===== config.mk =====
export PLATFORM = sky130hd
export DESIGN_NAME = pid_controller_step_flat
export DESIGN_NICKNAME = d
export VERILOG_FILES = /design/src/pidcs_pkg.sv /design/src/pidcs_if.sv /design/src/pid_controller_step.sv /design/src/flat_wrapper.sv
export VERILOG_INCLUDE_DIRS = /design/src /design/src/src
export SDC_FILE = /design/constraint.sdc
export NUM_CORES = 2
export LEC_CHECK = 0
export BUFFER_PORTS_ARGS = -buffer_cell sky130_fd_sc_hd__buf_2
export CAP_MARGIN = 0
export CORE_UTILIZATION = 40
export CTS_CLUSTER_SIZE = 25
export DETAILED_ROUTE_END_ITERATION = 12
export GPL_TIMING_DRIVEN = 0
export PLACE_DENSITY = 0.65
export SLEW_MARGIN = 20
export SYNTH_ARGS = -nofsm -noshare
export SYNTH_HDL_FRONTEND = slang
export SYNTH_SLANG_ARGS = --single-unit
export TNS_END_PERCENT = 50

===== constraint.sdc =====
create_clock -name clk_i -period 36.5 [get_ports clk_i]
set_input_delay 1.825 -clock clk_i [delete_from_list [all_inputs] [get_ports clk_i]]
set_output_delay 1.825 -clock clk_i [all_outputs]
set_load 0.005 [all_outputs]

===== src/pid_controller_step_assert.svh =====
// Assertion helpers shared by the controller RTL.
// Both forms sample on clk_i and are held off while rst_ni is low.
`ifndef PID_CONTROLLER_STEP_ASSERT_SVH
`define PID_CONTROLLER_STEP_ASSERT_SVH

// Same-cycle implication.
`define PIDCS_ASSERT_NOW(label, ante, cons) \
  label: assert property (@(posedge clk_i) disable iff (!rst_ni) (ante) |-> (cons)) \
    else $error("pidcs assertion failed");

// Next-cycle implication.
`define PIDCS_ASSERT_NEXT(label, ante, cons) \
  label: assert property (@(posedge clk_i) disable iff (!rst_ni) (ante) |=> (cons)) \
    else $error("pidcs assertion failed");

`endif


===== src/pidcs_pkg.sv =====
`timescale 1ns / 1ps
package pidcs_pkg;

  localparam int DATA_WIDTH = 16;
  localparam int FRAC_BITS  = 12;
  localparam int GAIN_WIDTH = 24;

  // Derived widths
  localparam int DIFF_W     = DATA_WIDTH + 1;
  localparam int GAIN_S_W   = GAIN_WIDTH + 1;
  localparam int PROD_W     = GAIN_S_W + DIFF_W;
  localparam int ACC_W      = PROD_W + 2;
  localparam int INT_W      = DATA_WIDTH + FRAC_BITS;
  localparam int CFG_IDX_W  = 3;
  localparam int CFG_DATA_W = (GAIN_WIDTH > DATA_WIDTH) ? GAIN_WIDTH : DATA_WIDTH;

  localparam int OUT_MAX_RESET = 255;

  typedef logic signed [DATA_WIDTH-1:0] data_t;
  typedef logic        [GAIN_WIDTH-1:0] gain_t;
  typedef logic signed [PROD_W-1:0]     prod_t;

  typedef enum logic [CFG_IDX_W-1:0] {
    REG_KP,
    REG_KI,
    REG_KD,
    REG_POM,
    REG_REV,
    REG_OUT_MIN,
    REG_OUT_MAX
  } cfg_reg_e;

  typedef struct packed {
    data_t measured;
    data_t setpoint;
    logic  auto_mode;
    data_t manual_output;
  } in_item_t;

  typedef struct packed {
    data_t drive;
    logic  computed;
  } out_item_t;

  typedef struct packed {
    logic [CFG_IDX_W-1:0]  index;
    logic [CFG_DATA_W-1:0] data;
  } cfg_wr_t;

endpackage


===== src/pidcs_if.sv =====
`timescale 1ns / 1ps
// Sample channel into the controller.
interface pidcs_in_if;
  import pidcs_pkg::*;
  logic     valid;
  logic     ready;
  in_item_t item;
  modport source (output valid, output item, input ready);
  modport sink   (input valid, input item, output ready);
endinterface

// Result channel out of the controller.
interface pidcs_out_if;
  import pidcs_pkg::*;
  logic      valid;
  logic      ready;
  out_item_t item;
  modport source (output valid, output item, input ready);
  modport sink   (input valid, input item, output ready);
endinterface

// Register write channel.
interface pidcs_cfg_if;
  import pidcs_pkg::*;
  logic    valid;
  logic    ready;
  cfg_wr_t item;
  modport source (output valid, output item, input ready);
  modport sink   (input valid, input item, output ready);
endinterface


===== src/pid_controller_step.sv =====
`timescale 1ns / 1ps
// PID controller step with anti-windup clamping and bumpless manual-to-auto
// transfer. Each item on in_i is one sample period; each produces exactly one
// item on out_o, in order. The block sustains one item per clock cycle while
// out_o is not stalled; the input stage forms error and measurement change
// and runs the three gain multipliers (17 x 25 bits), and the result stage
// closes the integral loop (add, clamp to the limits scaled by 2^FRAC_BITS)
// and forms the clamped drive. The integral register is read and written in
// the result stage alone, so consecutive samples need no bubble. Gains are
// unsigned with FRAC_BITS fraction bits; the drive is floored by an
// arithmetic shift. In manual mode manual_output passes through with
// computed = 0 and the integral and last measurement hold. Write registers
// only while no item is in flight; register writes are taken every cycle.
`include "pid_controller_step_assert.svh"

module pid_controller_step (
  input  logic clk_i,
  input  logic rst_ni,
  pidcs_in_if.sink    in_i,
  pidcs_out_if.source out_o,
  pidcs_cfg_if.sink   cfg_i
);
  import pidcs_pkg::*;

  typedef logic signed [ACC_W-1:0]    acc_t;
  typedef logic signed [DIFF_W-1:0]   diff_t;
  typedef logic signed [GAIN_S_W-1:0] sgain_t;

  // Input-stage register contents
  typedef struct packed {
    logic  auto_mode;
    logic  enter;
    logic  pom;
    data_t manual;
    prod_t ip;   // ki * error
    prod_t pp;   // kp * (error or measurement change)
    prod_t dp;   // kd * measurement change
  } s1_t;

  // hi is tested first, so with inverted limits x > hi gives hi, else lo.
  function automatic data_t clamp_data(data_t x, data_t lo, data_t hi);
    data_t r;
    r = x;
    if (x > hi) begin
      r = hi;
    end else if (x < lo) begin
      r = lo;
    end
    return r;
  endfunction

  function automatic acc_t clamp_acc(acc_t x, acc_t lo, acc_t hi);
    acc_t r;
    r = x;
    if (x > hi) begin
      r = hi;
    end else if (x < lo) begin
      r = lo;
    end
    return r;
  endfunction

  function automatic sgain_t apply_dir(gain_t k, logic rev);
    sgain_t g;
    g = $signed({1'b0, k});
    return rev ? -g : g;
  endfunction

  // ---------------------------------------------------------------------------
  // Configuration registers
  // ---------------------------------------------------------------------------
  gain_t kp_q, ki_q, kd_q;
  logic  pom_q, rev_q;
  data_t out_min_q, out_max_q;
  data_t cfg_data;

  assign cfg_i.ready = 1'b1;
  assign cfg_data    = $signed(cfg_i.item.data[DATA_WIDTH-1:0]);

  always_ff @(posedge clk_i or negedge rst_ni) begin
    if (!rst_ni) begin
      kp_q      <= '0;
      ki_q      <= '0;
      kd_q      <= '0;
      pom_q     <= 1'b0;
      rev_q     <= 1'b0;
      out_min_q <= '0;
      out_max_q <= DATA_WIDTH'(OUT_MAX_RESET);
    end else if (cfg_i.valid) begin
      unique case (cfg_reg_e'(cfg_i.item.index))
        REG_KP:      kp_q      <= cfg_i.item.data[GAIN_WIDTH-1:0];
        REG_KI:      ki_q      <= cfg_i.item.data[GAIN_WIDTH-1:0];
        REG_KD:      kd_q      <= cfg_i.item.data[GAIN_WIDTH-1:0];
        REG_POM:     pom_q     <= cfg_i.item.data[0];
        REG_REV:     rev_q     <= cfg_i.item.data[0];
        REG_OUT_MIN: out_min_q <= cfg_data;
        REG_OUT_MAX: out_max_q <= cfg_data;
        default: ;   // drop writes beyond the register list
      endcase
    end
  end

  // ---------------------------------------------------------------------------
  // Handshake: the input stage advances whenever the result register is free
  // or being emptied this cycle.
  // ---------------------------------------------------------------------------
  logic s1_v_q, out_v_q;
  logic s2_adv, in_acc;

  assign s2_adv     = s1_v_q && (!out_v_q || out_o.ready);
  assign in_i.ready = !s1_v_q || s2_adv;
  assign in_acc     = in_i.valid && in_i.ready;

  // ---------------------------------------------------------------------------
  // Input stage: error, measurement change, gain products
  // ---------------------------------------------------------------------------
  logic   was_auto_q;
  data_t  last_meas_q;
  logic   enter_c;
  diff_t  err_c, dmeas_c, psel_c;
  sgain_t gp_c, gi_c, gd_c;
  s1_t    s1_d, s1_q;

  always_comb begin
    enter_c = in_i.item.auto_mode && !was_auto_q;
    err_c   = DIFF_W'(in_i.item.setpoint) - DIFF_W'(in_i.item.measured);
    // Entering automatic re-seeds the last measurement, so the change is zero.
    dmeas_c = enter_c ? '0 : (DIFF_W'(in_i.item.measured) - DIFF_W'(last_meas_q));
    psel_c  = pom_q ? dmeas_c : err_c;
    gp_c    = apply_dir(kp_q, rev_q);
    gi_c    = apply_dir(ki_q, rev_q);
    gd_c    = apply_dir(kd_q, rev_q);

    s1_d.auto_mode = in_i.item.auto_mode;
    s1_d.enter     = enter_c;
    s1_d.pom       = pom_q;
    s1_d.manual    = in_i.item.manual_output;
    s1_d.ip        = gi_c * err_c;
    s1_d.pp        = gp_c * psel_c;
    s1_d.dp        = gd_c * dmeas_c;
  end

  always_ff @(posedge clk_i or negedge rst_ni) begin
    if (!rst_ni) begin
      s1_v_q      <= 1'b0;
      was_auto_q  <= 1'b0;
      last_meas_q <= '0;
    end else begin
      if (in_acc) begin
        s1_v_q     <= 1'b1;
        was_auto_q <= in_i.item.auto_mode;
        // Manual samples leave the last measurement alone.
        if (in_i.item.auto_mode) begin
          last_meas_q <= in_i.item.measured;
        end
      end else if (s2_adv) begin
        s1_v_q <= 1'b0;
      end
    end
  end

  // Payload register: load on accept, hold otherwise.
  always_ff @(posedge clk_i) begin
    if (in_acc) begin
      s1_q <= s1_d;
    end
  end

  // ---------------------------------------------------------------------------
  // Result stage: integral loop and drive
  // ---------------------------------------------------------------------------
  logic signed [INT_W-1:0] integ_q;
  acc_t      lo_acc, hi_acc, base_c, isum_c, iclamp_c, acc_c, shift_c;
  data_t     seed_c, drive_c;
  out_item_t out_d, out_q;

  always_comb begin
    lo_acc   = ACC_W'(out_min_q) <<< FRAC_BITS;
    hi_acc   = ACC_W'(out_max_q) <<< FRAC_BITS;
    // Bumpless entry: start from the clamped manual output.
    seed_c   = clamp_data(s1_q.manual, out_min_q, out_max_q);
    base_c   = s1_q.enter ? (ACC_W'(seed_c) <<< FRAC_BITS) : ACC_W'(integ_q);
    isum_c   = base_c + ACC_W'(s1_q.ip) - (s1_q.pom ? ACC_W'(s1_q.pp) : acc_t'(0));
    iclamp_c = clamp_acc(isum_c, lo_acc, hi_acc);
    acc_c    = (s1_q.pom ? acc_t'(0) : ACC_W'(s1_q.pp)) + iclamp_c - ACC_W'(s1_q.dp);
    shift_c  = acc_c >>> FRAC_BITS;
    drive_c  = DATA_WIDTH'(clamp_acc(shift_c, ACC_W'(out_min_q), ACC_W'(out_max_q)));

    if (s1_q.auto_mode) begin
      out_d.drive    = drive_c;
      out_d.computed = 1'b1;
    end else begin
      out_d.drive    = s1_q.manual;
      out_d.computed = 1'b0;
    end
  end

  always_ff @(posedge clk_i or negedge rst_ni) begin
    if (!rst_ni) begin
      integ_q <= '0;
      out_v_q <= 1'b0;
    end else begin
      if (s2_adv && s1_q.auto_mode) begin
        integ_q <= INT_W'(iclamp_c);
      end
      if (s2_adv) begin
        out_v_q <= 1'b1;
      end else if (out_o.ready) begin
        out_v_q <= 1'b0;
      end
    end
  end

  always_ff @(posedge clk_i) begin
    if (s2_adv) begin
      out_q <= out_d;
    end
  end

  assign out_o.valid = out_v_q;
  assign out_o.item  = out_q;

  // ---------------------------------------------------------------------------
  // Assertions
  // ---------------------------------------------------------------------------
  // A stalled input stage keeps its item.
  `PIDCS_ASSERT_NEXT(a_s1_hold, s1_v_q && !s2_adv, s1_v_q && $stable(s1_q))
  // A manual sample passes its output through uncomputed.
  `PIDCS_ASSERT_NEXT(a_manual_pass, s2_adv && !s1_q.auto_mode,
                     !out_q.computed && out_q.drive == $past(s1_q.manual))
  // A computed drive lies within ordered limits.
  `PIDCS_ASSERT_NEXT(a_drive_range, s2_adv && s1_q.auto_mode && out_min_q <= out_max_q,
                     out_q.computed && out_q.drive >= $past(out_min_q) &&
                     out_q.drive <= $past(out_max_q))
  // Entering automatic sees no derivative kick.
  `PIDCS_ASSERT_NEXT(a_enter_no_kick, in_acc && enter_c, s1_q.enter && s1_q.dp == '0)

endmodule

===== src/flat_wrapper.sv =====
// flat-port wrapper written by rule: the top's interface ports become plain ports
module pid_controller_step_flat import pidcs_pkg::*;
  (clk_i, rst_ni, in_i_valid, in_i_item, in_i_ready, out_o_valid, out_o_item, out_o_ready, cfg_i_valid, cfg_i_item, cfg_i_ready);
  pidcs_in_if in_i_i ();
  pidcs_out_if out_o_i ();
  pidcs_cfg_if cfg_i_i ();
  input  logic clk_i;
  input  logic rst_ni;
  input wire logic [$bits(in_i_i.valid)-1:0] in_i_valid;
  input wire logic [$bits(in_i_i.item)-1:0] in_i_item;
  output wire logic [$bits(in_i_i.ready)-1:0] in_i_ready;
  output wire logic [$bits(out_o_i.valid)-1:0] out_o_valid;
  output wire logic [$bits(out_o_i.item)-1:0] out_o_item;
  input wire logic [$bits(out_o_i.ready)-1:0] out_o_ready;
  input wire logic [$bits(cfg_i_i.valid)-1:0] cfg_i_valid;
  input wire logic [$bits(cfg_i_i.item)-1:0] cfg_i_item;
  output wire logic [$bits(cfg_i_i.ready)-1:0] cfg_i_ready;
  assign in_i_i.valid = in_i_valid;
  assign in_i_i.item = in_i_item;
  assign in_i_ready = in_i_i.ready;
  assign out_o_valid = out_o_i.valid;
  assign out_o_item = out_o_i.item;
  assign out_o_i.ready = out_o_ready;
  assign cfg_i_i.valid = cfg_i_valid;
  assign cfg_i_i.item = cfg_i_item;
  assign cfg_i_ready = cfg_i_i.ready;
  pid_controller_step u_core (.clk_i(clk_i), .rst_ni(rst_ni), .in_i(in_i_i), .out_o(out_o_i), .cfg_i(cfg_i_i));
endmodule

==> Word-level counts from Yosys, hierarchy flattened <==
Cells that the tools add are included.
{ "op_classes": {"addsub": 9, "n_mul": 3, "magnitude_cmp": 6, "n_eq_ne": 6, "muxes": 19, "reduce_logical": 20} }
{ "ops": {"columns": ["op", "count"], "rows": [
  ["44-bit 2-to-1 mux", 5],
  ["25-bit by 17-bit multiplier with 42-bit output", 3],
  ["25-bit 2-to-1 mux", 3],
  ["24-bit negator with 25-bit output", 3],
  ["16-bit 2-to-1 mux", 4],
  ["17-bit 2-to-1 mux", 3],
  ["44-bit by 42-bit adder with 44-bit output", 1],
  ["44-bit adder", 1],
  ["44-bit by 28-bit > comparator with 1-bit output", 1],
  ["44-bit by 28-bit < comparator with 1-bit output", 1],
  ["44-bit by 42-bit subtractor with 44-bit output", 1],
  ["44-bit subtractor", 1],
  ["16-bit by 16-bit subtractor with 17-bit output", 2],
  ["32-bit by 16-bit > comparator with 1-bit output", 1],
  ["32-bit by 16-bit < comparator with 1-bit output", 1],
  ["16-bit > comparator", 1],
  ["16-bit < comparator", 1],
  ["2-bit AND reduction", 8],
  ["3-bit == test, second input constant", 3],
  ["3-bit by 2-bit == test with 1-bit output, second input constant", 2],
  ["1-bit logical AND", 4],
  ["1-bit 2-to-1 mux", 4],
  ["2-bit nonzero test", 2],
  ["3-bit by 1-bit == test with 1-bit output, second input constant", 1],
  ["other kinds (3)", 6]
]} }
{ "totals": {"regBits": 315, "input_bits": 81, "out_inout_bits": 20, "word_cells": 84} }

==> Longest topological paths before layout <==
{ "logic_depth": {"depth_word": 15, "ltp_mapped": 74, "ltp_nobuf": 70} }

==> Least setup slack after synthesis <==
Ideal clock, no wire load.
{ "synth_timing": {"kind": "register -> register", "startpoint": "reg u_core.out_max_q[15]", "endpoint": "reg u_core.out_q, in the netlist u_core.out_o.item[3] (data pin)", "setup_ns": 0.269, "t_arrival_ns": 14.141, "t_required_ns": 36.231, "slack_ns": 22.090, "path_stages_with_launch": 63, "path_buffers": 3, "synth_period_minus_slack_ns": 14.410, "path_cell_list": "dfrtp_1 > inv_1 > ha_1 > nand4_1 > nor2_1 > a211oi_1 > o31ai_1 > xor2_1 > o21ai_1 > clkbuf_1 > o221ai_1 > fa_1 > ha_1 > a21oi_1 > o21bai_1 > a21oi_1 > a21oi_1 > nand2_1 > [27 not listed] > a41o_1 > a21o_1 > a21oi_1 > xnor2_1 > ha_1 > nand4_1 > or2_2 > nor3_1 > nand2_1 > a2111oi_0 > a21oi_1 > o221ai_1 > xnor2_1 > a211o_2 > buf_6 > mux2_1 > mux2i_1 > a21oi_1"} }
{ "synth_rtl": {"columns": ["item", "line_no", "text"], "rows": [
  ["start, declared", "pid_controller_step.sv:74", "data_t out_min_q, out_max_q;"],
  ["start signal, assigned", "pid_controller_step.sv:88", "out_max_q <= DATA_WIDTH'(OUT_MAX_RESET);"],
  ["start signal, assigned", "pid_controller_step.sv:97", "REG_OUT_MAX: out_max_q <= cfg_data;"],
  ["end signal, assigned", "pid_controller_step.sv:216", "out_q <= out_d;"],
  ["end, declared", "pid_controller_step.sv:175", "out_item_t out_d, out_q;"]
]} }

==> summary.txt <==
Logic synthesis
  – Top post-synthesis cells by area: fa_1 (39%), ha_1 (11%), inv_1 (7.4%), edfxtp_1 (7.1%), nand2_1 (5.5%)
  – Flops & latches, synth: about 320
  – Syn nets: slightly above 9k
  – Cell Area, Synth: around 68000 um2
  – Yosys warnings: 0
  – Sequential share of the synthesized area: approximately 13%
  – Syn avg cell area: 9.36 um2
  – Area leader, netlist: fa_1
  – EDFF count, synth: approximately 160
  – Count of different cell masters after synthesis: 88
  – Synth async-reset ratio: between 40% and 50%
  – Commonest register cell after synthesis: edfxtp_1
  – Post-synth top area share: between 30 and 40%
  – Post-Syn Instances: a little over 7k

Final layout
  – Final std cells w/o fill: roughly 9.7k
  – Area growth, synth to finish: 7.44%
  – Nets: around 9.4k
  – Share of cells above drive strength 1: between 5 and 6%
  – Finished Core Util: around 43%

CTS
  – # clock sinks: about 320
  – Clock transition at path regs: roughly 0.060 ns
  – Postcts setup bufs: 0
  – Clk buf depth: 3
  – Inserted Clock Buffers: 38
  – Clock Tree Root: clkbuf_16
  – CTS tree: built
  – Worst-Skew Late Latency: slightly above 0.6 ns
  – Cts-stage hold buffer count: 0
  – Cts repair resizes: 0
  – H-tree Lvls: 2

Timing
  – Period utilization: 52.9%
  – Fin crit period: ~19 ns
  – Max Fclk: about 0.052 GHz
  – RSZ-0062 raised after global routing: no
  – Final Max Slew Viols: 0
  – Final setup violation count: 0
  – Layout Skew: 0.0369 ns
  – Worst Tran Pin Value: 1.27 ns
  – TNS Setup: 0 ns
  – Hold Fails Final Rpt: 0
  – Slew HR: 14.9%

Min path
  – HP Class: reg2reg
  – Hold_sp: u_core.integ_q[0]$_DFFE_PN0P_

Global route
  – Gr usage total: a little over a quarter
  – Number of global-route vias before repair: ~55k
  – Initial antenna violation count: 16
  – Met1 global-route usage: about a third
  – Met2 Usage GRT: between 40% and 50%
  – Gr busiest metal: met2
  – Grt ovf: 0
  – Global-route wire length before repair: roughly 350000 um
  – Largest net degree at the start of global routing: 85
  – GR Util met3: ~4.7%

Drt
  – DR WL/cell: 23.7 um
  – Iteration-0 DRC Markers: between 4k and 5k
  – Vias/cell: between 5 and 6
  – Post-route ant nets: 0
  – Final WL: between 200000 and 250000 um
  – TritonRoute pass-1 iters: 5
  – Vias: ~52k
  – DRC: 0

Floorplanning
  – I/O pin count: 101
  – Die ar.: around 170000 um2
  – Die X: between 400 and 500 um
  – Core box area: around 170000 um2
  – Initial Util: about two fifths
  – Die Height: between 400 and 500 um
  – Rows: roughly 150

Critical path
  – Critical Path Fanout Max: 10
  – Endpoint type of the worst setup path: flip-flop
  – Slowest cell on crit path: a2111oi_0
  – Cell mode on critical path: a21oi_1
  – Required @ worst endpoint: 36.84 ns
  – CP peak stage delay: about 0.75 ns
  – Crit path from: u_core.s1_q[127]$_DFFE_PP_
  – CP Launch Type: flip-flop
  – Start-to-end type of the worst setup path: reg2reg
  – Arr. time, crit path: slightly below 20 ns
  – RR Startpoint: u_core.s1_q[127]$_DFFE_PP_

Placement
  – Routability cong.: about 1.0
  – DP Wirelength: 194000 um
  – Cells after DPL: slightly below 10k
  – IO Port Bufs: 97

Run
  – Maxcap violations: 0

Outcome
  – Status: finished clean
[synthesized netlist by cell type, types with 15 or more instances]
cell type,instances
inv_1,1344
fa_1,1334
nand2_1,992
nor2_1,597
ha_1,582
a21oi_1,243
clkbuf_1,241
xnor2_1,241
o21ai_0,171
edfxtp_1,162
mux2_2,146
dfrtp_1,145
a21o_1,115
xor2_1,114
nand2b_1,91
and2_1,85
nor2b_1,74
nand3_1,68
nand4_1,43
o21a_1,43
nor3_1,38
o31ai_1,25
a31oi_1,24
and3_1,23
o21bai_1,22
a211oi_1,20
a21boi_0,18
or2_2,17
or4_1,16
o21ai_1,15
o221a_2,15
o41ai_1,15
or3_1,15
[cell usage in the layout, fill, tap and decap left out, types with 12 or more instances in the layout]
| master | synthesis | layout |
|---|---|---|
| inv_1 | 1344 | 1342 |
| fa_1 | 1334 | 1334 |
| nand2_1 | 992 | 992 |
| nor2_1 | 597 | 595 |
| ha_1 | 582 | 582 |
| clkbuf_1 | 241 | 247 |
| a21oi_1 | 243 | 242 |
| xnor2_1 | 241 | 217 |
| o21ai_0 | 171 | 170 |
| edfxtp_1 | 162 | 162 |
| mux2_2 | 146 | 146 |
| dfrtp_1 | 145 | 145 |
| a21o_1 | 115 | 115 |
| xor2_1 | 114 | 108 |
| buf_2 | 2 | 98 |
| nand2b_1 | 91 | 91 |
| and2_1 | 85 | 84 |
| nor2b_1 | 74 | 74 |
| nand3_1 | 68 | 68 |
| o21a_1 | 43 | 43 |
| nand4_1 | 43 | 43 |
| clkbuf_16 | 0 | 41 |
| nor3_1 | 38 | 35 |
| o31ai_1 | 25 | 25 |
| xnor2_2 | 0 | 24 |
| and3_1 | 23 | 23 |
| a31oi_1 | 24 | 22 |
| o21bai_1 | 22 | 22 |
| a211oi_1 | 20 | 20 |
| a21boi_0 | 18 | 18 |
| or2_2 | 17 | 17 |
| or4_1 | 16 | 16 |
| o41ai_1 | 15 | 15 |
| o21ai_1 | 15 | 15 |
| o221a_2 | 15 | 15 |
| or3_1 | 15 | 15 |
| o211ai_1 | 12 | 12 |
[sequential cells by signal, indices dropped and copies added, names as in the netlist, 16 cells and up]
register and count:
u_core.out_o.item 17, u_core.s1_q 145, u_core.last_meas_q 16, u_core.kp_q 24, u_core.kd_q 24, u_core.integ_q 28
u_core.out_max_q 16, u_core.ki_q 24, u_core.out_min_q 16
[worst paths after layout]
path                                             endpoint  slack [ns]  depth (start not counted)
setup / recovery           u_core.out_o.item[9]$_DFFE_PP_       17.20                         68
setup reg to reg           u_core.out_o.item[9]$_DFFE_PP_       17.20                         68
hold reg to reg             u_core.integ_q[0]$_DFFE_PN0P_        0.48                          2
hold / removal              u_core.integ_q[0]$_DFFE_PN0P_        0.48                          2
min in group asynchronous   u_core.integ_q[7]$_DFFE_PN0P_        1.22                          1
max in group asynchronous     u_core.kp_q[20]$_DFFE_PN0P_       34.33                          2
[cell type report]
type	count	area, um2
Tap cell	2218	2780
Fill cell	16600	96100
Multi-Input combinational cell	5359	53600
Sequential cell	315	8700
Clock inverter	19	196
Antenna cell	9	22.5
Clock buffer	51	1070
Inverter	1346	5050
Timing Repair Buffer	111	694
Buffer	252	982
[metrics by stage]
step / instance area (um2) / setup slack (ns) / hold WS [ns]
after floorplan: 68100 / 22.09 / 0.424
after global routing: 73100 / 16.53 / 0.506
after detailed placement: 71800 / 17.63 / 0.465
after global placement: 71300 / 16.92 / 0.459
after CTS: 73000 / 17.55 / 0.478
final: 73100 / 17.20 / 0.477
[per-layer routing]
layer / part of all wire, % / wire [um]
met1: 41 / 93300
met5: 0.020 / 46
met3: 7.9 / 18100
met4: 5.2 / 12000
met2: 46 / 106000
[worst max-delay path: cells and delay by family (launching register included)]
family,cells,cell delay (ns)
compound gates,34,8.49
fa+ha+maj,7,2.72
simple gates,17,4.46
xor+xnor,3,0.43
flops,1,0.49
mux,2,0.69
buf+inv,5,1.72
[kinds of logic (layout without fill, tap and decap cells)]
kind of cell | Yosys count | in the layout | share of synthesized area, %
AO/OA/AOI/OAI | 833 | 833 | 7.93
XOR/XNOR | 356 | 356 | 4.59
adder cells (fa/ha/maj) | 1916 | 1916 | 49.9
buffers and inverters | 1598 | 1779 | 8.86
flip-flops | 315 | 315 | 12.8
multiplexers | 155 | 155 | 2.55
other | 1 | 10 | 0.00551
AND/OR/NAND/NOR | 2098 | 2098 | 13.4
Power is left out: the tool's default activity adds up to more than one toggle a clock period on the data nets, which glitch-free logic cannot reach.
